File: src/design/spi_pkg.sv
`default_nettype none
package spi_pkg;

  localparam int COORD_W = 16;
  localparam int DIFF_W  = COORD_W + 1;
  localparam int PROD_W  = 2 * DIFF_W;
  localparam int DET_W   = PROD_W + 1;
  localparam int WIDE_W  = 53;
  localparam int NUM_W   = 52;
  localparam int DEN_W   = 34;
  localparam int SHIFT_W = 6;

  localparam logic [1:0] VERDICT_NONE = 2'd0;
  localparam logic [1:0] VERDICT_ONE  = 2'd1;
  localparam logic [1:0] VERDICT_MANY = 2'd2;

  // job kinds handed from front to back
  localparam logic [1:0] KIND_NONE  = 2'd0;
  localparam logic [1:0] KIND_POINT = 2'd1;
  localparam logic [1:0] KIND_MANY  = 2'd2;
  localparam logic [1:0] KIND_DIV   = 2'd3;

  typedef struct packed {
    logic signed [COORD_W-1:0] first_start_x;
    logic signed [COORD_W-1:0] first_start_y;
    logic signed [COORD_W-1:0] first_end_x;
    logic signed [COORD_W-1:0] first_end_y;
    logic signed [COORD_W-1:0] second_start_x;
    logic signed [COORD_W-1:0] second_start_y;
    logic signed [COORD_W-1:0] second_end_x;
    logic signed [COORD_W-1:0] second_end_y;
  } spi_req_t;

  typedef struct packed {
    logic [1:0]              verdict;
    logic signed [NUM_W-1:0] point_x_numerator;
    logic signed [NUM_W-1:0] point_y_numerator;
    logic [DEN_W-1:0]        shared_denominator;
  } spi_res_t;

  typedef struct packed {
    logic [1:0]               kind;
    logic signed [WIDE_W-1:0] num_x;
    logic signed [WIDE_W-1:0] num_y;
    logic signed [DET_W-1:0]  den;
  } spi_job_t;

endpackage
`default_nettype wire

File: src/design/spi_queue.sv
`default_nettype none
module spi_queue import spi_pkg::*; (
  input  wire logic     clk,
  input  wire logic     rst,
  input  wire logic     push,
  input  wire spi_job_t push_job,
  output logic          full,
  input  wire logic     pop,
  output spi_job_t      pop_job,
  output logic          empty
);

  spi_job_t   slots [2];
  logic       wr_ptr, rd_ptr;
  logic [1:0] count;

  always_ff @(posedge clk) begin
    if (rst) begin
      wr_ptr <= 1'b0;
      rd_ptr <= 1'b0;
      count  <= 2'd0;
    end else begin
      if (push) wr_ptr <= !wr_ptr;
      if (pop)  rd_ptr <= !rd_ptr;
      if (push && !pop) count <= count + 2'd1;
      else if (pop && !push) count <= count - 2'd1;
    end
  end

  always_ff @(posedge clk) begin
    if (push) slots[wr_ptr] <= push_job;
  end

  assign pop_job = slots[rd_ptr];
  assign full    = (count == 2'd2);
  assign empty   = (count == 2'd0);

endmodule
`default_nettype wire

File: config.mk
export PLATFORM = sky130hd
export DESIGN_NAME = spi_queue
export DESIGN_NICKNAME = d
export VERILOG_FILES = /design/src/design/spi_pkg.sv /design/src/design/spi_queue.sv
export SDC_FILE = /design/constraint.sdc
export NUM_CORES = 1
export LEC_CHECK = 0
export BUFFER_PORTS_ARGS = -buffer_cell sky130_fd_sc_hd__buf_2
export CAP_MARGIN = 5
export CORE_UTILIZATION = 30
export CTS_CLUSTER_SIZE = 16
export DETAILED_ROUTE_END_ITERATION = 10
export GPL_TIMING_DRIVEN = 0
export PLACE_DENSITY = 0.57
export SLEW_MARGIN = 20
export SYNTH_ARGS = -nofsm -noshare
export SYNTH_HDL_FRONTEND = slang
export SYNTH_SLANG_ARGS = --single-unit
File: constraint.sdc
create_clock -name clk -period 22.7 [get_ports clk]
set_input_delay 4.54 -clock clk [delete_from_list [all_inputs] [get_ports clk]]
set_output_delay 4.54 -clock clk [all_outputs]
set_load 0.02 [all_outputs]
== Word level (Yosys, flattened, before mapping) ==
Memory sizes are Yosys's and may differ from the RTL's. A register that Yosys moved wholly into a read port is not among the register bits.
Index checks and enable logic that the tools add are counted.

* Flip-flop bits (word level): 4
* RAM bits: 286
* Memories kept: 1
* Bits of input ports: 147

{| class="wikitable"
|+ Memories
! memory !! depth !! bits a word !! read ports !! clocked after Yosys merged registers in !! write ports !! line !! source
|-
| slots || 2 || 143 || 1 || 1 || 1 || spi_queue.sv:13 || <nowiki>spi_job_t slots [2];</nowiki>
|}

* Equal/unequal tests: 1
* Muxes and demuxes: 6
* Add/subtract/negate cells: 2
* Reduce and logical (&&, ||, !) cells: 8

{| class="wikitable"
|+ Operators with widths
! cell !! number
|-
| $logic_not A1 Y1 || 4
|-
| $mux W1 || 4
|-
| $mux W2 || 2
|-
| $add A2 B1 Y2 const B || 1
|-
| $eq A2 B2 Y1 const B || 1
|-
| $logic_and A1 B1 Y1 || 2
|-
| $logic_not A2 Y1 || 1
|-
| $reduce_bool A2 Y1 || 1
|-
| $sub A2 B1 Y2 const B || 1
|}

== Longest topological paths before layout ==
* Depth after elaboration: 4
* Depth in mapped cells: 5

== Least setup slack after synthesis ==
Ideal clock, no wire load.

* Path kind: input-to-reg
* Start point: input port push
* End point: memory slots[0][0] (netlist bit), enable pin
* Stages on the path: 1
* Setup time: 0.664 ns
* Data arrival time: 10.729 ns
* Path buffers: 0
* Path slack: 11.307 ns
* Required time: 22.036 ns
* Path through: nor2b_1

* Word-level cells in the longest chain between the ends: 2

{| class="wikitable"
|+ RTL lines
! element !! line !! source
|-
| start: declaration || spi_queue.sv:5 || <nowiki>input wire logic push,</nowiki>
|-
| $mux W1 || spi_queue.sv:31 || <nowiki>if (push) slots[wr_ptr] <= push_job;</nowiki>
|-
| $mux W1 (not written as such) || spi_queue.sv:31 ||
|-
| end: declaration || spi_queue.sv:13 ||
|}

No other way between the ends.

==> out/qor.csv <==
stage;metric;value;unit
status;status;finished clean;
floorplanning;die outline area;36800;sq um
global_routing;initial antenna violation count;1;
flow_run;number of max-capacitance violations reported;0;
clock_network;clock slew at the register clock pins of the worst setup and hold paths;0.06;ns
timing;total count of max-transition violations in the final report;0;
yosys;cell accounting for the most synthesized area;sky130_fd_sc_hd__edfxtp_1;
route;DR vias/cell;4.21;
cells_and_area;antenna fix cells;0;
power;areal power density over the cells;90.1;nW/um^2
route;remaining routing DRC violations;0;
clock_network;hold bufs inserted after CTS;0;
cells_and_area;number of nets in the final layout;949;
worst_setup_path;signal arrival time at the worst endpoint;1.95;ns
route;routed length per instance;17.0;um
placed_design;Post-Place Cell Area;13100;sq um
clock_network;total CTS buffers;31;
global_routing;global-route wire length before repair;32.1;mm
clock_network;number of buffers inserted to repair setup after CTS;0;
yosys;net count of the mapped netlist;615;
worst_hold_path;type of the most critical hold path;reg -> reg;
global_routing;pin count of the biggest net entering global routing;47;
power;sequential cell fraction of total power;0.503;
yosys;area share of the leading cell type in the synthesized netlist;0.795;
worst_setup_path;critical path's slowest cell;sky130_fd_sc_hd__dfxtp_1;
floorplanning;die height;192;um
placed_design;RePlAce Congestion;0.683;
worst_setup_path;worst-path cell chain;buf_6, buf_6, buf_6, mux2_4, buf_2;
worst_setup_path;slowest cell delay on critical path;0.32;ns
yosys;warnings from Yosys;0;
global_routing;gr ovfl total;0;
cells_and_area;area growth from synthesis to layout;29.6;%
yosys;post-synthesis average cell area;23.1;sq um
worst_setup_path;Setup CP Type;reg -> out;
timing;Final setup violation count;0;
worst_setup_path;Bufs and invs on worst path;4;
clock_network;Resized Gates After CTS;0;
floorplanning;number of primary I/O pins;292;
global_routing;number of global-route vias before repair;5787;
route;Routed Antenna Nets;0;
power;static leakage;0.00537;uW
route;number of DRC markers in iteration 0;164;
worst_setup_path;type of destination of the critical path;output port;
route;vias after detailed routing;5406;
timing;headroom to the max-slew limit;0.687;
power;maximum resistive drop on vdd;60.0;uV
clock_network;Skew-Pair Late Insertion Delay;0.56;ns
global_routing;gr usage total;0.114;
yosys;cell area after synthesis;10800;sq um
yosys;Syn Inst Count;467;
power;switching component of the power;301;uW
cells_and_area;finished layout cell area;14000;sq um
power;share of total power in the clock network;0.361;
floorplanning;DIE WIDTH;192;um
yosys;Yosys reg bits;291;
floorplanning;# rows;69;
clock_network;total number of H-tree levels;1;
cells_and_area;proportion of layout cells with a drive suffix above 1;0.610;
clock_network;CTS tree;yes;
timing;minimum period implied by the final worst setup slack;6.49;ns
yosys;Distinct cells, synth;16;
power;internal portion of total power;960;uW
timing;Worst-Margin Slew;0.469;ns
yosys;share of synthesized area occupied by flip-flops and latches;0.804;
timing;aggregate negative setup slack;0;ns
floorplanning;initial core utilization;0.304;
timing;maximum achievable frequency;0.154;GHz
worst_setup_path;CP startpoint kind;register;
route;Detailed Routing Iterations Pass 1;4;
worst_setup_path;cell occurring most often along the worst timing path;sky130_fd_sc_hd__buf_6;
placed_design;number of buffer cells added on primary ports;291;
timing;Hold Vio Cnt, Final;0;
power;fraction of power spent switching nets;0.239;
clock_network;clk sinks;291;
worst_setup_path;Max FO, Critical Path;10;
timing;final cycle utilization of the critical path;0.286;
worst_setup_path;required time of the critical path;18.16;ns
clock_network;maximum buffer depth of the clock tree;3;
placed_design;hpwl dp;15.1;mm
floorplanning;area of the core region;35500;sq um
timing;unrepaired setup endpoints after global routing;no;
route;routed wire length;21.8;mm
yosys;biggest area contributors in the synthesized netlist;sky130_fd_sc_hd__edfxtp_1, sky130_fd_sc_hd__mux2_4, sky130_fd_sc_hd__mux2_2, sky130_fd_sc_hd__buf_6, sky130_fd_sc_hd__dfxtp_1;
clock_network;cell chosen for the clock root;sky130_fd_sc_hd__clkbuf_16;
timing;Clock Skews;0.0191;ns
power;part of the power in combinational logic;0.136;
worst_setup_path;cell type group with the largest total delay on the critical path;buffers and inverters;
routing by layer:
metal / track usage / part of all wire / up-vias / wire length (um)
met5: 0 / 0.00055 / - / 12
met4: 0.0278 / 0.018 / 2 / 401
met3: 0.0477 / 0.089 / 34 / 1930
met2: 0.200 / 0.50 / 184 / 11000
met1: 0.126 / 0.39 / 2651 / 8530
li1: - / - / 2535 / -
tightest hold or removal path, cell delays in order, from the launching register on:
cell and delay [ns]:
sky130_fd_sc_hd__dfxtp_1 0.33, sky130_fd_sc_hd__o21ai_0 0.07, sky130_fd_sc_hd__a21oi_1 0.06
cells by family (layout without fill, tap and decap cells):
| group | count (synthesis) | in the layout | share of synthesized area |
|---|---|---|---|
| mux | 143 | 143 | 0.173 |
| simple gates | 9 | 9 | 0.00405 |
| fa+ha+maj | 1 | 1 | 0.00116 |
| xor+xnor | 4 | 4 | 0.00324 |
| flops | 291 | 291 | 0.804 |
| buf+inv | 17 | 373 | 0.0130 |
| compound gates | 2 | 2 | 0.000926 |
cell usage after synthesis, drive strengths merged:
cell type	number
and2	1
dfxtp	5
nor2	5
mux2	143
xnor2	2
ha	1
or3	1
o21ai	1
edfxtp	286
buf	16
nor2b	2
a21oi	1
inv	1
xor2	2
path summary, 6_finish.rpt:
check / startpoint / endpoint / slack [ns] / cells past startpoint
worst min register to register: count[1] / count[1] / 0.51 / 2
worst min-delay path: count[1] / count[1] / 0.51 / 2
worst max register to register: wr_ptr / slots[1][36] / 20.87 / 3
worst max-delay path: register / pop_job[132] / 16.21 / 5
final cells by class:
class / count / area (sq um)
fillers: 3313 / 21500
flip-flops and latches: 291 / 8690
multi-input cells: 159 / 1980
repair buffers: 301 / 1700
clock buffers: 34 / 787
well taps: 461 / 577
plain buffers: 16 / 136
clock inverters: 21 / 119
inverters: 1 / 3.75
placed cells by master (no fill, tap or decap), drive strengths merged:
cell type / netlist / layout
buf: 16 / 317
edfxtp: 286 / 286
mux2: 143 / 143
clkbuf: 0 / 34
clkinv: 0 / 19
nor2: 5 / 5
dfxtp: 5 / 5
xor2: 2 / 2
xnor2: 2 / 2
nor2b: 2 / 2
inv: 1 / 2
and2: 1 / 1
o21ai: 1 / 1
or3: 1 / 1
a21oi: 1 / 1
ha: 1 / 1
bufinv: 0 / 1
sequential cells by signal, summed over array words and instances (netlist names), named ones only:
| register | count |
|---|---|
| slots | 286 |
| count | 2 |
| rd_ptr | 1 |
| wr_ptr | 1 |
power groups by stage:
stage / clock network (uW) / registers (uW) / logic (uW)
floorplan: 0 / 650 / 107
global placement: 0 / 655 / 165
detailed placement: 0 / 646 / 175
CTS: 474 / 635 / 176
global route: 492 / 637 / 184
finish: 456 / 634 / 171
metrics by stage:
| stage | total power (uW) | cells | setup slack (ns) | hold WS [ns] | util |
|---|---|---|---|---|---|
| after floorplan | 757 | 467 | 11.31 | 0.461 | - |
| after CTS | 1280 | 1284 | 16.11 | 0.503 | 0.394 |
| final | 1260 | 1284 | 16.21 | 0.505 | 0.394 |
| after detailed placement | 821 | 1229 | 16.54 | 0.494 | 0.369 |
| after global routing | 1310 | 1284 | 16.09 | 0.539 | 0.394 |
| after global placement | 821 | 1219 | 6.57 | 0.487 | 0.362 |
Power figures use the tool's default switching activity.
