### src/design/spi_pkg.sv
`default_nettype none
package spi_pkg;

  localparam int COORD_W = 16;
  localparam int DIFF_W  = COORD_W + 1;
  localparam int PROD_W  = 2 * DIFF_W;
  localparam int DET_W   = PROD_W + 1;
  localparam int WIDE_W  = 53;
  localparam int NUM_W   = 52;
  localparam int DEN_W   = 34;
  localparam int SHIFT_W = 6;

  localparam logic [1:0] VERDICT_NONE = 2'd0;
  localparam logic [1:0] VERDICT_ONE  = 2'd1;
  localparam logic [1:0] VERDICT_MANY = 2'd2;

  // job kinds handed from front to back
  localparam logic [1:0] KIND_NONE  = 2'd0;
  localparam logic [1:0] KIND_POINT = 2'd1;
  localparam logic [1:0] KIND_MANY  = 2'd2;
  localparam logic [1:0] KIND_DIV   = 2'd3;

  typedef struct packed {
    logic signed [COORD_W-1:0] first_start_x;
    logic signed [COORD_W-1:0] first_start_y;
    logic signed [COORD_W-1:0] first_end_x;
    logic signed [COORD_W-1:0] first_end_y;
    logic signed [COORD_W-1:0] second_start_x;
    logic signed [COORD_W-1:0] second_start_y;
    logic signed [COORD_W-1:0] second_end_x;
    logic signed [COORD_W-1:0] second_end_y;
  } spi_req_t;

  typedef struct packed {
    logic [1:0]              verdict;
    logic signed [NUM_W-1:0] point_x_numerator;
    logic signed [NUM_W-1:0] point_y_numerator;
    logic [DEN_W-1:0]        shared_denominator;
  } spi_res_t;

  typedef struct packed {
    logic [1:0]               kind;
    logic signed [WIDE_W-1:0] num_x;
    logic signed [WIDE_W-1:0] num_y;
    logic signed [DET_W-1:0]  den;
  } spi_job_t;

endpackage
`default_nettype wire

### src/design/spi_back.sv
`default_nettype none
module spi_back import spi_pkg::*; (
  input  wire logic     clk,
  input  wire logic     rst,
  input  wire spi_job_t job,
  input  wire logic     empty,
  output logic          pop,
  output logic          done,
  output spi_res_t      result
);

  localparam logic [2:0] B_IDLE = 3'd0;
  localparam logic [2:0] B_G1   = 3'd1;
  localparam logic [2:0] B_G2   = 3'd2;
  localparam logic [2:0] B_DIV  = 3'd3;
  localparam logic [2:0] B_FIN  = 3'd4;
  localparam logic [SHIFT_W-1:0] LAST_STEP = SHIFT_W'(WIDE_W - 1);

  logic [2:0] state;
  logic [WIDE_W-1:0] ga, gb, gval, gdiv, mx, my, md;
  logic [SHIFT_W-1:0] k, cnt;
  logic gdone, neg_x, neg_y;
  logic [WIDE_W-1:0] quo [3];
  logic [WIDE_W:0] rem [3];
  logic [WIDE_W-1:0] quo_next [3];
  logic [WIDE_W:0] rem_next [3];
  logic [WIDE_W:0] rem_sh [3];
  logic signed [WIDE_W-1:0] den_ext;
  logic sd;

  assign gdone   = (ga == '0) || (gb == '0);
  assign gval    = ((ga == '0) ? gb : ga) << k;
  assign den_ext = WIDE_W'(job.den);
  assign sd      = job.den[DET_W-1];

  // one restoring step per lane
  always_comb begin
    for (int i = 0; i < 3; i++) begin
      rem_sh[i] = {rem[i][WIDE_W-1:0], quo[i][WIDE_W-1]};
      if (rem_sh[i] >= {1'b0, gdiv}) begin
        rem_next[i] = rem_sh[i] - {1'b0, gdiv};
        quo_next[i] = {quo[i][WIDE_W-2:0], 1'b1};
      end else begin
        rem_next[i] = rem_sh[i];
        quo_next[i] = {quo[i][WIDE_W-2:0], 1'b0};
      end
    end
  end

  assign pop = (state == B_IDLE) && !empty;

  always_ff @(posedge clk) begin
    if (rst) begin
      state <= B_IDLE;
      done  <= 1'b0;
    end else begin
      done <= 1'b0;
      unique case (state)
        B_IDLE: begin
          if (!empty) begin
            if (job.kind == KIND_DIV) begin
              state <= B_G1;
            end else begin
              done <= 1'b1;
            end
          end
        end
        B_G1: if (gdone) state <= B_G2;
        B_G2: if (gdone) state <= B_DIV;
        B_DIV: if (cnt == LAST_STEP) state <= B_FIN;
        B_FIN: begin
          done  <= 1'b1;
          state <= B_IDLE;
        end
        default: state <= B_IDLE;
      endcase
    end
  end

  always_ff @(posedge clk) begin
    unique case (state)
      B_IDLE: begin
        mx    <= job.num_x[WIDE_W-1] ? WIDE_W'(-job.num_x) : WIDE_W'(job.num_x);
        my    <= job.num_y[WIDE_W-1] ? WIDE_W'(-job.num_y) : WIDE_W'(job.num_y);
        md    <= sd ? WIDE_W'(-den_ext) : WIDE_W'(den_ext);
        ga    <= sd ? WIDE_W'(-den_ext) : WIDE_W'(den_ext);
        gb    <= job.num_x[WIDE_W-1] ? WIDE_W'(-job.num_x) : WIDE_W'(job.num_x);
        k     <= '0;
        neg_x <= job.num_x[WIDE_W-1] ^ sd;
        neg_y <= job.num_y[WIDE_W-1] ^ sd;
        unique case (job.kind)
          KIND_POINT: begin
            result.verdict            <= VERDICT_ONE;
            result.point_x_numerator  <= NUM_W'(job.num_x);
            result.point_y_numerator  <= NUM_W'(job.num_y);
            result.shared_denominator <= DEN_W'(1);
          end
          KIND_MANY: begin
            result.verdict            <= VERDICT_MANY;
            result.point_x_numerator  <= '0;
            result.point_y_numerator  <= '0;
            result.shared_denominator <= '0;
          end
          default: begin
            result.verdict            <= VERDICT_NONE;
            result.point_x_numerator  <= '0;
            result.point_y_numerator  <= '0;
            result.shared_denominator <= '0;
          end
        endcase
      end
      B_G1, B_G2: begin
        if (gdone) begin
          if (state == B_G1) begin
            ga <= gval;
            gb <= my;
            k  <= '0;
          end else begin
            gdiv   <= gval;
            quo[0] <= mx;
            quo[1] <= my;
            quo[2] <= md;
            rem[0] <= '0;
            rem[1] <= '0;
            rem[2] <= '0;
            cnt    <= '0;
          end
        end else if (!ga[0] && !gb[0]) begin
          ga <= ga >> 1;
          gb <= gb >> 1;
          k  <= k + SHIFT_W'(1);
        end else if (!ga[0]) begin
          ga <= ga >> 1;
        end else if (!gb[0]) begin
          gb <= gb >> 1;
        end else if (ga >= gb) begin
          ga <= (ga - gb) >> 1;
        end else begin
          gb <= (gb - ga) >> 1;
        end
      end
      B_DIV: begin
        for (int i = 0; i < 3; i++) begin
          quo[i] <= quo_next[i];
          rem[i] <= rem_next[i];
        end
        cnt <= cnt + SHIFT_W'(1);
      end
      B_FIN: begin
        result.verdict            <= VERDICT_ONE;
        result.point_x_numerator  <= neg_x ? -NUM_W'(quo[0]) : NUM_W'(quo[0]);
        result.point_y_numerator  <= neg_y ? -NUM_W'(quo[1]) : NUM_W'(quo[1]);
        result.shared_denominator <= DEN_W'(quo[2]);
      end
      default: begin
      end
    endcase
  end

endmodule
`default_nettype wire

### config.mk
export PLATFORM = sky130hd
export DESIGN_NAME = spi_back
export DESIGN_NICKNAME = d
export VERILOG_FILES = /design/src/design/spi_pkg.sv /design/src/design/spi_back.sv
export SDC_FILE = /design/constraint.sdc
export NUM_CORES = 2
export LEC_CHECK = 0
export ABC_AREA = 1
export BUFFER_PORTS_ARGS = -buffer_cell sky130_fd_sc_hd__buf_2
export CAP_MARGIN = 20
export CORE_UTILIZATION = 50
export DETAILED_ROUTE_END_ITERATION = 10
export PLACE_DENSITY = 0.66
export SLEW_MARGIN = 30
export SYNTH_ARGS = -nofsm -noshare
export SYNTH_HDL_FRONTEND = slang
export SYNTH_SLANG_ARGS = --single-unit
### constraint.sdc
create_clock -name clk -period 38.6 [get_ports clk]
set_clock_uncertainty 0.15 [all_clocks]
set_input_delay 7.72 -clock clk [delete_from_list [all_inputs] [get_ports clk]]
set_output_delay 7.72 -clock clk [all_outputs]
set_load 0.01 [all_outputs]
======== Word level (Yosys, flattened, before mapping) ========
Memories as Yosys holds them, arrays and structs flattened.
Index checks and enable logic that the tools add are counted.
word-level totals
  flip-flop bits (word level) ............. 476
  latch bits .............................. 0
  bits in read-only memories .............. 0
  memories ................................ 2
  RAM bits ................................ 321
memories
  name  depth  bits a word  read ports  clocked after memory_dff  wr ports  RTL line        RTL
  rem   3      54           3           0                         3         spi_back.sv:24  logic [WIDE_W:0] rem [3];
  quo   3      53           3           0                         3         spi_back.sv:23  logic [WIDE_W-1:0] quo [3];
cells by class
  muxes and demuxes ....................... 56
  magnitude comparators ................... 4
  div/mod/pow operators ................... 0
  $add $sub $neg .......................... 12
  multipliers ............................. 0
  bitwise logic cells ..................... 9
  reductions and logical operators ........ 21
  shift operators ......................... 1
  eq/ne operators ......................... 21
operators with widths
  cell                   number
  $mux W53               18
  $pmux W140 S2          2
  $mux W54               6
  $pmux W53 S2           2
  $ge A54 B53 Y1         3
  $sub A54 B53 Y54       3
  $mux W52               3
  $logic_not A53 Y1      2
  $neg A53 Y53           2
  $sub A53 B53 Y53       2
  $neg A52 Y52           2
  $ge A53 B53 Y1         1
  $neg A35 Y53           1
  $shl A53 B6 Y53        1
  $mux W6                5
  $pmux W6 S2            2
  $mux W3                5
  $ne A5 B5 Y1 const B   3
  $add A6 B1 Y6 const B  2
  $ne A2 B2 Y1 const B   6
  $pmux W3 S4            1
  $reduce_and A3 Y1      4
  $mux W1                11
  $reduce_and A4 Y1      2
  21 further kinds       35

======== Longest topological paths before layout ========
  word-level depth ........................ 7
  depth in mapped cells ................... 20
  mapped depth without buffers ............ 19

======== Least setup slack after synthesis ========
No wires, ideal clock.
  path type ............................... register to register
  from .................................... reg gb[1]
  to ...................................... mem quo[0][0] (enable)
  library setup time ...................... 1.437 ns
  arrival time ............................ 23.364 ns
  path slack .............................. 13.649 ns
  path buffers ............................ 0
  cell stages (with the launch flop) ...... 8
  clock period less this slack ............ 24.951 ns
  path through ............................ edfxtp_1 -> inv_1 -> nand4_1 -> nor4_1 -> nand3_1 -> nand2_1 -> inv_1 -> o21ai_0
RTL lines
  element                 RTL line         RTL
  start, declared         spi_back.sv:20   logic [WIDE_W-1:0] ga, gb, gval, gdiv, mx, my, md;
  start signal, assigned  spi_back.sv:87   gb <= job.num_x[WIDE_W-1] ? WIDE_W'(-job.num_x) : WIDE_W'(job.num_x);
  start signal, assigned  spi_back.sv:116  gb <= my;
  start signal, assigned  spi_back.sv:130  gb <= gb >> 1;
  end, declared           spi_back.sv:23

======== Worst setup path after layout ========
  from .................................... in empty
  to ...................................... out pop
between the ends
  cells in the longest elaborated chain, start to end .. 2
RTL lines
  element              RTL line        RTL
  start, declared      spi_back.sv:6   input wire logic empty,
  $logic_not A1 Y1     n/a
  $logic_and A1 B1 Y1  spi_back.sv:50  assign pop = (state == B_IDLE) && !empty;
  end, declared        spi_back.sv:7   output logic pop,
Every way passes these cells.

==> flow_metrics.env <==
export IMPL_cts_buffer_depth=3
export IMPL_arrival_ns=8.17
export IMPL_core_area_mm2=0.118
export IMPL_clk_latency_ns=0.74
export IMPL_regArea_mm2=0.0238
export IMPL_dr_pass1_iters=8
export IMPL_drt_wirelength_per_cell_um=25.1
export IMPL_die_w_um=347
export IMPL_antenna_found_initial=2
export IMPL_cp_end_kind="output port"
export IMPL_io_pins=288
export IMPL_netlist_top_cells_area="edfxtp_1, nand2_1, nand3_1, a21oi_1, ha_1"
export IMPL_nets=8321
export IMPL_status="complete, no violations"
export IMPL_async_reset_ff_share_pct=0
export IMPL_areaGrowthSynthToFinish_pct=10.0
export IMPL_synth_enable_flop_cells=790
export IMPL_crit_fanout=3
export IMPL_ys_warn_count=0
export IMPL_postRouteWirelength_mm=238
export IMPL_grt_pass1_vias=55157
export IMPL_drc=0
export IMPL_grt_max_degree=142
export IMPL_maxSlewViolCount=0
export IMPL_dp_hpwl_mm=188
export IMPL_yosysTopAreaCellShare_pct=40.0
export IMPL_postSynthAreaPerCell_um2=7.67
export IMPL_grt_use_total_pct=38.8
export IMPL_holdBufCountCts=0
export IMPL_slew_headroom_pct=25.1
export IMPL_fill_cells=11141
export IMPL_place_ws_ns=22.55
export IMPL_dieArea_mm2=0.120
export IMPL_rsz0062_at_grt="no"
export IMPL_ys_seq_area_share_pct=40.1
export IMPL_final_antenna_net_count=0
export IMPL_synth_seq_cells=794
export IMPL_cts_resized_gates=0
export IMPL_peakVddDrop_mv=0.0680
export IMPL_first_iter_violations=6710
export IMPL_start_util_pct=50.3
export IMPL_synthFlopType="edfxtp_1"
export IMPL_path_clk_slew_ns=0.06
export IMPL_finalSetupTns_ns=0
export IMPL_yosysTopAreaCell="edfxtp_1"
export IMPL_cts_tree="built"
export IMPL_crit_type="input pin to output port"
export IMPL_numCtsBuffers=92
export IMPL_cts_sinks=794
export IMPL_port_buffers=287
export IMPL_multi_input_area_mm2=0.0312
export IMPL_yosysMostFrequentCell="nand2_1"
export IMPL_htree_levels=3
export IMPL_worstMarginPinSlew_ns=1.12
export IMPL_holdCritPathClass="flop to flop"
export IMPL_finalSetupViolCount=0
export IMPL_grt_pass1_wl_mm=347
export IMPL_diodes=0
export IMPL_layout_drive_gt1_share_pct=8.32
export IMPL_avgViaCountPerCell=6.06
export IMPL_hold_viol_final=0
export IMPL_synth_commonest_cells="nand2_1, inv_1, nor2_1, edfxtp_1, nand3_1"
export IMPL_cts_root_buf="clkbuf_16"
export IMPL_post_cts_buffers=0
export IMPL_vias=57642
export IMPL_power_density_mw_per_mm2=79.2
export IMPL_synthCells=7741
export IMPL_cap_violations=0
export IMPL_worst_slack_ns=22.56
export IMPL_grt_overflow=0
export IMPL_fmax_mhz=62.3
export IMPL_worstPathRequired_ns=30.73
export IMPL_p_leak_nw=27.3
export IMPL_cp_start_kind="input pin"
export IMPL_die_h_um=347
export IMPL_synth_cell_types=66
export IMPL_gp_congestion=1.02
export IMPL_num_rows=126
export IMPL_period_share_pct=41.6
export IMPL_synthesis_area_mm2=0.0593
export IMPL_period_needed_ns=16.04
==> layer usage <==
| metal | track usage [%] | routed length, µm | up-vias |
|---|---|---|---|
| met5 | 0 | 0 | - |
| met4 | 24.6 | 16800 | 0 |
| met3 | 6.38 | 21100 | 546 |
| met2 | 62.9 | 110000 | 3005 |
| met1 | 48.1 | 90800 | 27197 |
| li1 | - | - | 26894 |
==> through the flow <==
step | hold slack (ns) | area, µm² | total power, W | util, % | std cells
2_1_floorplan | 0.320 | 59400 | 0.00323 | - | 7758
3_3_place_gp | 0.340 | 62000 | 0.00413 | 52.6 | 9336
3_5_place_dp | 0.352 | 62000 | 0.00414 | 52.6 | 9337
4_1_cts | 0.365 | 65200 | 0.00509 | 55.3 | 9505
5_1_grt | 0.383 | 65300 | 0.00541 | 55.4 | 9507
6_report | 0.361 | 65300 | 0.00517 | 55.4 | 9507
==> cell families (layout without fill, tap and decap cells) <==
logic type                 after synthesis  count (layout)  share of synthesized area [%]
other                                    1              18                        0.00632
and+or+nand+nor                       3403            3403                           24.8
buffers and inverters                 1151            1364                           7.56
xor gates and xnor gates               344             344                           5.08
AOI/OAI and AO/OA                     1770            1770                           16.5
DFF                                    794             794                           40.1
adders and majority gates              278             278                           5.92
==> flip-flops by register name, summed over array words and instances (netlist names) <==
signal	cells
md	53
gb	53
neg_x	1
ga	53
result	140
rem	159
k	6
gdiv	53
quo	159
state	3
my	53
done	1
cnt	6
neg_y	1
mx	53
==> final timing paths <==
| kind | startpoint | end | slack, ns | depth (start not counted) |
|---|---|---|---|---|
| setup reg to reg | gb[32]$_DFFE_PP_ | rem[0][12]$_SDFFCE_PN0P_ | 32.23 | 10 |
| setup / recovery | empty | pop | 22.56 | 3 |
| hold / removal | md[42]$_DFFE_PP_ | quo[0][148]$_DFFE_PP_ | 0.36 | 2 |
| hold reg to reg | md[42]$_DFFE_PP_ | quo[0][148]$_DFFE_PP_ | 0.36 | 2 |
==> power by group <==
part	total (W)	switching, W	internal [W]
logic	0.00267	0.00193	0.000745
registers	0.00156	0.000210	0.00135
clock network	0.000942	0.000395	0.000546
total	0.00517	0.00253	0.00264
==> critical path: stages <==
cell and delay (ns):
buf_2 0.11, nor3_1 0.18, buf_2 0.16
==> layout by cell type, fill, tap and decap left out, types with 24 or more instances in the layout <==
cell type	count
nand2_1	1505
o21ai_0	642
clkbuf_16	93
buf_4	47
buf_2	287
inv_2	29
xnor2_1	109
nor3_1	121
clkinv_1	24
and2_1	25
nand4_1	81
a21oi_1	684
o211ai_1	28
a31oi_1	45
edfxtp_1	790
xor2_1	233
inv_1	820
nand3_1	698
nor2_1	786
o21ai_1	58
nor4_1	52
a21o_1	40
o21bai_1	33
ha_1	273
o22ai_1	103
nor2_2	25
==> final cells by class <==
cell class	instances	share of cell area (%)
clock buffer	105	3.63
clock inverter	63	1.25
inverter	856	4.93
multi-input combinational	5813	47.8
sequential	794	36.5
tap	1536	2.94
timing repair buffer	340	2.95
Power figures use the tool's default switching activity.
